### src/design/bpc_pkg.sv
package bpc_pkg;

	// number of button lanes; pins exist for the first four
	localparam int unsigned BUTTONS = 4;
	localparam int unsigned PIN_W = 4;
	localparam int unsigned AGE_W = 16;
	localparam logic [AGE_W-1:0] AGE_MAX = '1;
	// packed result fields before byte padding
	localparam int unsigned RES_W = 12;

	// reset values of the timing registers
	localparam logic [AGE_W-1:0] DEBOUNCE_RST = 16'd50;
	localparam logic [AGE_W-1:0] LONG_PRESS_RST = 16'd1000;

	typedef enum logic [2:0] {
		PH_RELEASED,
		PH_PRESS_DB,
		PH_PRESSED,
		PH_LONG,
		PH_RELEASE_DB
	} bpc_phase_t;

	typedef enum logic [1:0] {
		REQ_TICK = 2'd0,
		REQ_SHORT = 2'd1,
		REQ_LONG = 2'd2
	} bpc_req_t;

	typedef enum logic [1:0] {
		CFG_DEBOUNCE = 2'd0,
		CFG_LONG_PRESS = 2'd1
	} bpc_cfg_t;

	// what one lane reports to the merge logic
	typedef struct packed {
		logic pressed;      // lane sits in the pressed phase now
		logic short_flag;   // short flag before this beat
		logic long_flag;    // long flag before this beat
		logic short_next;   // short flag after this beat
		logic long_next;    // long flag after this beat
	} bpc_lane_status_t;

endpackage

### src/design/bpc_lane.sv
module bpc_lane
	import bpc_pkg::*;
(
	input  logic                 clk,
	input  logic                 arst_n,
	input  logic                 tick,
	input  logic                 down,
	input  logic                 clr_short,
	input  logic                 clr_long,
	input  logic [AGE_W-1:0]     debounce_ticks,
	input  logic [AGE_W-1:0]     long_press_ticks,
	output bpc_lane_status_t     status
);

	bpc_phase_t phase_q, phase_d;
	logic [AGE_W-1:0] age_q, age_d, age_inc;
	logic from_long_q, from_long_d;
	logic short_q, long_q;
	logic set_short, set_long;
	logic short_d, long_d;

	assign age_inc = (age_q == AGE_MAX) ? age_q : age_q + AGE_W'(1);

	always_ff @(posedge clk or negedge arst_n) begin
		if (!arst_n) begin
			phase_q <= PH_RELEASED;
			age_q <= '0;
			from_long_q <= 1'b0;
			short_q <= 1'b0;
			long_q <= 1'b0;
		end else begin
			phase_q <= phase_d;
			age_q <= age_d;
			from_long_q <= from_long_d;
			short_q <= short_d;
			long_q <= long_d;
		end
	end

	always_comb begin
		phase_d = phase_q;
		age_d = age_q;
		from_long_d = from_long_q;
		set_short = 1'b0;
		set_long = 1'b0;
		if (tick) begin
			age_d = age_inc;
			case (phase_q)
				PH_PRESS_DB: begin
					if (age_inc >= debounce_ticks) begin
						if (down) begin
							phase_d = PH_PRESSED;
							age_d = '0;
						end else begin
							phase_d = PH_RELEASED;
						end
					end
				end
				PH_PRESSED: begin
					if (!down) begin
						from_long_d = 1'b0;
						phase_d = PH_RELEASE_DB;
						age_d = '0;
					end else if (age_inc >= long_press_ticks) begin
						phase_d = PH_LONG;
						set_long = 1'b1;
					end
				end
				PH_LONG: begin
					if (!down) begin
						from_long_d = 1'b1;
						phase_d = PH_RELEASE_DB;
						age_d = '0;
					end
				end
				PH_RELEASE_DB: begin
					if (age_inc >= debounce_ticks) begin
						if (!down) begin
							set_short = !from_long_q;
							phase_d = PH_RELEASED;
						end else begin
							// bounce back keeps the age running
							phase_d = PH_PRESSED;
						end
					end
				end
				default: begin
					if (down) begin
						phase_d = PH_PRESS_DB;
						age_d = '0;
					end else begin
						phase_d = PH_RELEASED;
					end
				end
			endcase
		end
	end

	assign short_d = (short_q & ~clr_short) | set_short;
	assign long_d = (long_q & ~clr_long) | set_long;

	assign status.pressed = (phase_q == PH_PRESSED);
	assign status.short_flag = short_q;
	assign status.long_flag = long_q;
	assign status.short_next = short_d;
	assign status.long_next = long_d;

endmodule

### src/design/button_press_classifier.sv
// Qualifies BUTTONS active-low push buttons, one lane per button. A beat with
// tuser = tick carries the raw pin levels and advances every lane by one time
// unit: each lane debounces press and release, times the hold, and raises a
// short-press flag on a clean release from pressed or a long-press flag once
// the hold reaches long_press_ticks. Beats with tuser = short or long query
// read one flag by button number and clear it; a number past the last button
// reads zero. Every input beat yields exactly one output beat carrying the
// queried flag, the buzzer level with its start/stop strobes, and all pending
// flags. All lanes update side by side in the accepting cycle. Input flows at
// one beat per clock while the master side keeps up; results sit in an output
// register backed by a one-deep skid register, so one more beat is taken while
// a result waits. The user writes debounce_ticks (index 0) and long_press_ticks
// (index 1) through the cfg port only while idle; the block does not check it.
module button_press_classifier
	import bpc_pkg::*;
(
	input  logic        clk,
	input  logic        arst_n,
	// config write channel
	input  logic        cfg_valid,
	output logic        cfg_ready,
	input  logic [1:0]  cfg_index,
	input  logic [15:0] cfg_data,
	// input stream
	input  logic        s_tvalid,
	output logic        s_tready,
	input  logic [7:0]  s_tdata,   // button_levels[3:0], query_index[6:4], zero pad
	input  logic [1:0]  s_tuser,   // req_type[1:0]
	// result stream
	output logic        m_tvalid,
	input  logic        m_tready,
	output logic [15:0] m_tdata    // query_flag, buzzer_on, buzzer_start,
	                               // buzzer_stop, pending_short[3:0],
	                               // pending_long[3:0], zero pad
);

	logic [AGE_W-1:0] debounce_q, long_press_q;

	logic in_acc, is_tick, is_short, is_long;
	logic [PIN_W-1:0] levels;
	logic [2:0] qi;
	logic [BUTTONS+PIN_W-1:0] levels_ext;

	bpc_lane_status_t status [BUTTONS];
	logic [BUTTONS-1:0] pressed_v, short_nv, long_nv;
	logic [BUTTONS+PIN_W-1:0] short_ext, long_ext;

	logic buzz_q, buzz_on, start_d, stop_d, flag_d;
	logic [RES_W-1:0] result_d;

	logic out_v_q, skid_v_q;
	logic [RES_W-1:0] out_q, skid_q;

	// config writes, always accepted; unknown indexes are dropped
	assign cfg_ready = 1'b1;

	always_ff @(posedge clk or negedge arst_n) begin
		if (!arst_n) begin
			debounce_q <= DEBOUNCE_RST;
			long_press_q <= LONG_PRESS_RST;
		end else if (cfg_valid && cfg_ready) begin
			case (cfg_index)
				CFG_DEBOUNCE:   debounce_q <= cfg_data;
				CFG_LONG_PRESS: long_press_q <= cfg_data;
				default: ;
			endcase
		end
	end

	// input decode
	assign s_tready = !skid_v_q;
	assign in_acc = s_tvalid && s_tready;
	assign levels = s_tdata[3:0];
	assign qi = s_tdata[6:4];
	assign is_tick = in_acc && (s_tuser == REQ_TICK);
	assign is_short = in_acc && (s_tuser == REQ_SHORT);
	assign is_long = in_acc && (s_tuser == REQ_LONG);

	// lanes without a pin read as released (level high)
	assign levels_ext = {{BUTTONS{1'b1}}, levels};

	for (genvar g = 0; g < BUTTONS; g++) begin : g_lane
		bpc_lane u_lane (
			.clk              (clk),
			.arst_n           (arst_n),
			.tick             (is_tick),
			.down             (~levels_ext[g]),
			.clr_short        (is_short && (qi == 3'(g))),
			.clr_long         (is_long && (qi == 3'(g))),
			.debounce_ticks   (debounce_q),
			.long_press_ticks (long_press_q),
			.status           (status[g])
		);
		assign pressed_v[g] = status[g].pressed;
		assign short_nv[g] = status[g].short_next;
		assign long_nv[g] = status[g].long_next;
	end

	// merge: query readout, buzzer, pending vectors
	always_comb begin
		flag_d = 1'b0;
		for (int i = 0; i < BUTTONS; i++) begin
			if (qi == 3'(i)) begin
				if (is_short)
					flag_d = flag_d | status[i].short_flag;
				if (is_long)
					flag_d = flag_d | status[i].long_flag;
			end
		end
	end

	// buzzer follows the phases seen at the start of the tick
	assign buzz_on = is_tick ? (|pressed_v) : buzz_q;
	assign start_d = is_tick && buzz_on && !buzz_q;
	assign stop_d = is_tick && !buzz_on && buzz_q;

	always_ff @(posedge clk or negedge arst_n) begin
		if (!arst_n)
			buzz_q <= 1'b0;
		else if (is_tick)
			buzz_q <= buzz_on;
	end

	// only the first four lanes show in the pending fields
	assign short_ext = {{PIN_W{1'b0}}, short_nv};
	assign long_ext = {{PIN_W{1'b0}}, long_nv};

	assign result_d = {long_ext[PIN_W-1:0], short_ext[PIN_W-1:0],
	                   stop_d, start_d, buzz_on, flag_d};

	// output register plus skid register
	always_ff @(posedge clk or negedge arst_n) begin
		if (!arst_n) begin
			out_v_q <= 1'b0;
			skid_v_q <= 1'b0;
		end else begin
			if (!out_v_q || m_tready) begin
				out_v_q <= skid_v_q || in_acc;
				skid_v_q <= 1'b0;
			end else if (in_acc) begin
				skid_v_q <= 1'b1;
			end
		end
	end

	always_ff @(posedge clk) begin
		if (!out_v_q || m_tready) begin
			if (skid_v_q)
				out_q <= skid_q;
			else if (in_acc)
				out_q <= result_d;
		end else if (in_acc) begin
			skid_q <= result_d;
		end
	end

	assign m_tvalid = out_v_q;
	assign m_tdata = {{(16 - RES_W){1'b0}}, out_q};

	// skid only fills behind a waiting result
	a_skid_behind_out: assert property (@(posedge clk) disable iff (!arst_n)
		skid_v_q |-> out_v_q)
		else $error("skid register holds a beat with no result ahead of it");

	// buzzer level moves only on an accepted tick
	a_buzz_on_tick: assert property (@(posedge clk) disable iff (!arst_n)
		(buzz_q != $past(buzz_q)) |-> $past(is_tick))
		else $error("buzzer level changed without a tick");

	// a start strobe in a valid result must agree with the buzzer bits beside it
	a_strobe_level: assert property (@(posedge clk) disable iff (!arst_n)
		(m_tvalid && m_tdata[2]) |-> (m_tdata[1] && !m_tdata[3]))
		else $error("buzzer start strobe without buzzer on");

endmodule
### config.mk
export PLATFORM = sky130hd
export DESIGN_NAME = button_press_classifier
export DESIGN_NICKNAME = d
export VERILOG_FILES = /design/src/design/bpc_pkg.sv /design/src/design/bpc_lane.sv /design/src/design/button_press_classifier.sv
export SDC_FILE = /design/constraint.sdc
export NUM_CORES = 1
export LEC_CHECK = 0
export ABC_AREA = 1
export BUFFER_PORTS_ARGS = -buffer_cell sky130_fd_sc_hd__buf_2
export CORE_ASPECT_RATIO = 1.5
export CORE_UTILIZATION = 30
export CTS_CLUSTER_SIZE = 25
export DETAILED_ROUTE_END_ITERATION = 12
export GPL_TIMING_DRIVEN = 1
export SLEW_MARGIN = 25
export SYNTH_ARGS = -nofsm -noshare
export SYNTH_HDL_FRONTEND = slang
export SYNTH_HIERARCHICAL = 1
export SYNTH_SLANG_ARGS = --single-unit
### constraint.sdc
create_clock -name clk -period 7 [get_ports clk]
set_clock_uncertainty 0.15 [all_clocks]
set_input_delay 1.4 -clock clk [delete_from_list [all_inputs] [get_ports clk]]
set_output_delay 1.4 -clock clk [all_outputs]
set_load 0.02 [all_outputs]
; ---- After elaboration in Yosys (flattened, before gate mapping)
; Index checks and enable logic that the tools add are counted.
[op_classes]
n_addsub = 4
n_mul = 0
div_mod_pow = 0
magnitude_cmp = 8
eq_ne = 42
shift = 0
muxes = 113
bitwise_logic = 32
n_reduce_logical = 56
[op_table]
columns = op, n
row1 = 2-to-1 mux 16 bit, 16
row2 = one-hot mux 16 bit (3 select lines), 4
row3 = greater-or-equal comparator 16 bit, 8
row4 = "adder 16 x 1 -> 16 bit, second input constant", 4
row5 = "equality test 16 bit, second input constant", 4
row6 = 2-to-1 mux 1 bit, 63
row7 = 2-to-1 mux 3 bit, 16
row8 = one-hot mux 3 bit (3 select lines), 4
row9 = AND reduction 4 bit, 8
row10 = "equality test 3 x 2 -> 1 bit, second input constant", 10
row11 = 2-to-1 mux 12 bit, 2
row12 = logical AND 1 bit, 16
row13 = "inequality test 2 bit, second input constant", 8
row14 = OR reduction 2 bit, 8
row15 = "equality test 3 x 1 -> 1 bit, second input constant", 5
row16 = OR 1 bit, 15
row17 = "equality test 3 bit, second input constant", 4
row18 = "inequality test 3 bit, second input constant", 4
row19 = nonzero test 2 bit, 6
row20 = inverter 1 bit, 9
row21 = bitwise AND 1 bit, 8
row22 = logical NOT 1 bit, 8
row23 = 2-to-1 mux 2 bit, 4
row24 = "inequality test 2 x 1 -> 1 bit, second input constant", 4
row25 = 8 further kinds, 17
[word_totals]
ff_bits = 147
latch_bits = 0
ram_bits = 0
romBits = 0
input_bits = 33
elab_cells = 282
n_memories = 0

; ---- Depth between registers and ports, before layout
[depth]
ltp_word = 28
mapped_depth = 22
mapped_depth_nobuf = 21

; ---- Hierarchy
; Netlist, hierarchy kept.
[by_module_without_submodules]
columns = module, instances, cells_each, area_per_inst_um2, seq_area_each_um2
row1 = bpc_lane (g_lane[0].u_lane ...), 3, 348, 2302.2, 550.5
row2 = button_press_classifier, 1, 259, 2461.1, 1607.8
row3 = bpc_lane (g_lane[3].u_lane), 1, 346, 2348.5, 550.5

; ---- Worst setup path before layout
; OpenSTA, ideal clock, no wires.
[synth_timing]
path_type = input to register
startpoint = input s_tvalid
endpoint = register out_q[5], data pin
setup_ns = 0.131
arrival_time_ns = 2.860
slack_ns = 3.859
stages = 9
cell_sequence = nand2_2 -> nor3_4 -> clkinv_1 -> nor3_1 -> nand3_1 -> o21ai_0 -> buf_4 -> nand2_1 -> nand2_1
[synth_lines]
columns = item, line
row1 = start: declaration, button_press_classifier.sv:25  ; input logic s_tvalid,
row2 = logical AND 1 bit, button_press_classifier.sv:72  ; assign in_acc = s_tvalid && s_tready;
row3 = logical AND 1 bit, button_press_classifier.sv:75  ; assign is_tick = in_acc && (s_tuser == REQ_TICK);
row4 = named net is_tick, button_press_classifier.sv:39  ; logic in_acc, is_tick, is_short, is_long;
row5 = 2-to-1 mux 1 bit, bpc_lane.sv:46  ; if (tick) begin
row6 = OR 1 bit, bpc_lane.sv:99  ; assign short_d = (short_q & ~clr_short) | set_short;
row7 = named net g_lane[1].u_lane.short_d, bpc_lane.sv:20  ; logic short_d, long_d;
row8 = 2-to-1 mux 12 bit, button_press_classifier.sv:150  ; else if (in_acc)
row9 = 2-to-1 mux 12 bit, button_press_classifier.sv:148  ; if (skid_v_q)
row10 = end signal: assignment, button_press_classifier.sv:149  ; out_q <= skid_q;
row11 = end signal: assignment, button_press_classifier.sv:151  ; out_q <= result_d;
row12 = end: declaration, button_press_classifier.sv:52  ; logic [RES_W-1:0] out_q, skid_q;
; The timed path passes the listed nets, and every way through them passes these cells. The select of a mux whose other input is x is not followed.
; A chain may end at the register's enable or synchronous reset.

; ---- Worst setup path after layout
[layout_timing]
startpoint = input s_tvalid
endpoint = register out_q[6], data pin
[layout_lines]
columns = item, line
row1 = logical AND 1 bit, button_press_classifier.sv:72
row2 = logical AND 1 bit, button_press_classifier.sv:75
row3 = named net is_tick, button_press_classifier.sv:39
row4 = 2-to-1 mux 1 bit, bpc_lane.sv:46
row5 = OR 1 bit, bpc_lane.sv:99
row6 = named net result_d[6], button_press_classifier.sv:49  ; logic [RES_W-1:0] result_d;
row7 = 2-to-1 mux 12 bit, button_press_classifier.sv:150
row8 = 2-to-1 mux 12 bit, button_press_classifier.sv:148
; The timed path passes the listed nets, and every way through them passes these cells. The select of a mux whose other input is x is not followed.

==> qor.csv <==
metric;value;unit
cap_violations;0;
post_cts_resized;0;
grt_usage;16.4;%
p_leak;6.90;nW
initial_core_util;30.5;%
fp.dieH;244;µm
firstDrtPassIters;5;
synthArstFlopShare;83.7;%
multi_input_area;0.00653;mm²
clkSlewWorstSetupHoldPaths;0.06;ns
die-area;0.0399;mm²
fmax;272;MHz
most-common-layout-cells;nand2_1 (465), inv_1 (277), nand3_1 (136), ha_1 (132), nor2_1 (123);
worstSetupEndpointType;flip-flop;
rrSetupSlack;3.37;ns
setup_tns;0;ns
io_pins;52;
hold_violations;0;
period_share;52.6;%
cts_sinks;147;
gp_congestion;0.896;
synth_edf_count;24;
ys.flop_type;dfrtp_1;
cts_tree;done;
antenna_cells;0;
reg2reg_from;g_lane[2].u_lane/age_q[0];
final_common_cell;nand2_1;
drive_above_1_share;8.49;%
yosysTopAreaCellShare;24.3;%
h-tree-depth;4;
vias;10400;
grt_pass1_vias;10200;
ys_types;38;
cts_root_buf;clkbuf_16;
antenna_found_initial;0;
layout_min_cycle_time;3.68;ns
wl_per_cell;14.2;µm
n_fill_cell;3920;
syn-mean-instance-area;7.11;µm²
r2r_cells;19;
ys_seq_elements;147;
syn_area;0.0117;mm²
instances_no_fill;2180;
pre_cts_ws;2.86;ns
whs_endpoint;g_lane[2].u_lane/from_long_q;
postSynthCellCount;1649;
gr-total-overflow;0;
yosysWarnings;6;
drc_errors;0;
postCtsSetupRepairBufs;0;
nNetsFinal;1837;
worst_pin_slew;0.959;ns
ys_top_cells_by_area;dfrtp_1 (24%), nand2_1 (15%), ha_1 (14%);
via_per_inst;4.78;
placed_cell_area;0.0123;mm²
path_class;in -> reg;
portBuffers;45;
fin_ws;3.32;ns
row_count;88;
place_hpwl;23600;µm
dr.first_iter.drc_count;696;
rsz0062_at_grt;no;
drv_slew;0;
die_w;163;µm
crit_required;7.16;ns
ctsHoldBuffers;0;
clock_latency;0.45;ns
ys_seq_area_share;32.5;%
crit_path_start_kind;primary input;
final_area;0.0130;mm²
grt_max_degree;68;
core_area;0.0384;mm²
maxSlewHeadroom;35.9;%
area_delta_synth_final;10.7;%
hp-start;g_lane[2].u_lane/from_long_q;
hp-class;reg -> reg;
cts_buffers;17;
ant_nets;0;
r2r-end;out_q[6];
crit_fanout;17;
synth_top_area_cell;dfrtp_1;
cts_buffer_depth;2;
vdd_ir_drop_max;183;µV
regArea;0.00381;mm²
holdPathStages;2;
placed_cells;2147;
setup_viol;0;
outcome;complete, no violations;
critPathArrivalTime;3.85;ns
hold_ws;0.336;ns
grt_pass1_wl;50800;µm
powerDensity;254;mW/mm²
wirelength;31000;µm
## per-layer routing
layer | vias up | wire length (µm) | track usage [%]
met5 | - | 0 | 0
met4 | 0 | 1990 | 10.7
met3 | 85 | 903 | 2.41
met2 | 203 | 15900 | 29.7
met1 | 4850 | 12200 | 17.4
li1 | 5280 | - | -
## report_power, final
| group | internal, mW | total (mW) | switching (mW) |
|---|---|---|---|
| Combinational | 0.376 | 1.06 | 0.681 |
| Sequential | 1.01 | 1.18 | 0.176 |
| Clock | 0.666 | 1.05 | 0.384 |
## worst max-delay path: stages
cell	delay [ns]
buf_2	0.10
nand2_2	0.10
nor3_4	0.62
clkinv_1	0.68
nor3_1	0.30
nand3_1	0.25
o21ai_0	0.23
nand2_1	0.09
nand2_1	0.06
## sequential cells by signal (all words and copies together) (netlist names)
| signal | cells |
|---|---|
| g_lane.u_lane/short_q | 4 |
| out_q | 12 |
| g_lane.u_lane/from_long_q | 4 |
| m_tvalid | 1 |
| buzz_q | 1 |
| g_lane.u_lane/phase_q | 12 |
| skid_q | 12 |
| long_press_q | 16 |
| debounce_q | 16 |
| g_lane.u_lane/age_q | 64 |
| skid_v_q | 1 |
| g_lane.u_lane/long_q | 4 |
## Yosys cell counts, types with 2 or more instances
cell	instances
nand4_1	25
clkinv_1	4
o21ai_2	4
and2_1	4
ha_1	132
edfxtp_1	24
nor4_1	5
dfstp_2	9
inv_2	8
nor2_4	8
o21ai_0	67
buf_4	24
nand2_2	19
nand3_2	7
a21o_1	4
buf_2	9
nand3_1	136
nor3_4	2
conb_1	2
nor2_1	124
a31oi_2	3
xnor2_1	13
a21oi_1	68
o31ai_1	8
nor3_1	27
clkbuf_1	10
inv_1	277
buf_6	3
o21ai_1	8
xor2_1	30
nand2_1	465
dfrtp_1	114
## metrics by stage
stage	utilization (%)	power, mW
after global placement	32.0	2.21
after detailed placement	32.0	2.25
final	33.7	3.29
after global routing	33.7	3.54
after CTS	33.7	3.32
after floorplan	-	1.96
## worst max-delay path by stage
stage	startpoint	slack, ns	cells past startpoint	endpoint
global route	g_lane[2].u_lane/age_q[0]	3.02	15	g_lane[2].u_lane/age_q[15]
finish	s_tvalid	3.32	9	out_q[6]
CTS	s_tvalid	3.31	9	out_q[6]
global placement	s_tvalid	2.86	9	out_q[6]
floorplan	s_tvalid	3.86	9	out_q[5]
detailed placement	s_tvalid	2.86	9	out_q[5]
## cells by family after synthesis
group / after synthesis / share of synthesized area (%)
buffers and inverters: 337 / 11.9
adder cells (fa/ha/maj): 132 / 14.1
AND/OR/NAND/NOR: 825 / 30.6
other: 2 / 0.0641
XOR/XNOR: 43 / 3.21
flip-flops: 147 / 32.5
AO/OA/AOI/OAI: 163 / 7.68
## final cells by class
| cell class | instances | share of cell area [%] |
|---|---|---|
| multi-input cells | 1168 | 50.4 |
| flip-flops and latches | 147 | 29.4 |
| inverters | 290 | 8.41 |
| well taps | 495 | 4.78 |
| clock buffers | 18 | 3.31 |
| repair buffers | 48 | 1.96 |
| clock inverters | 14 | 1.80 |
No activity file was read; power rests on OpenSTA's default activity.
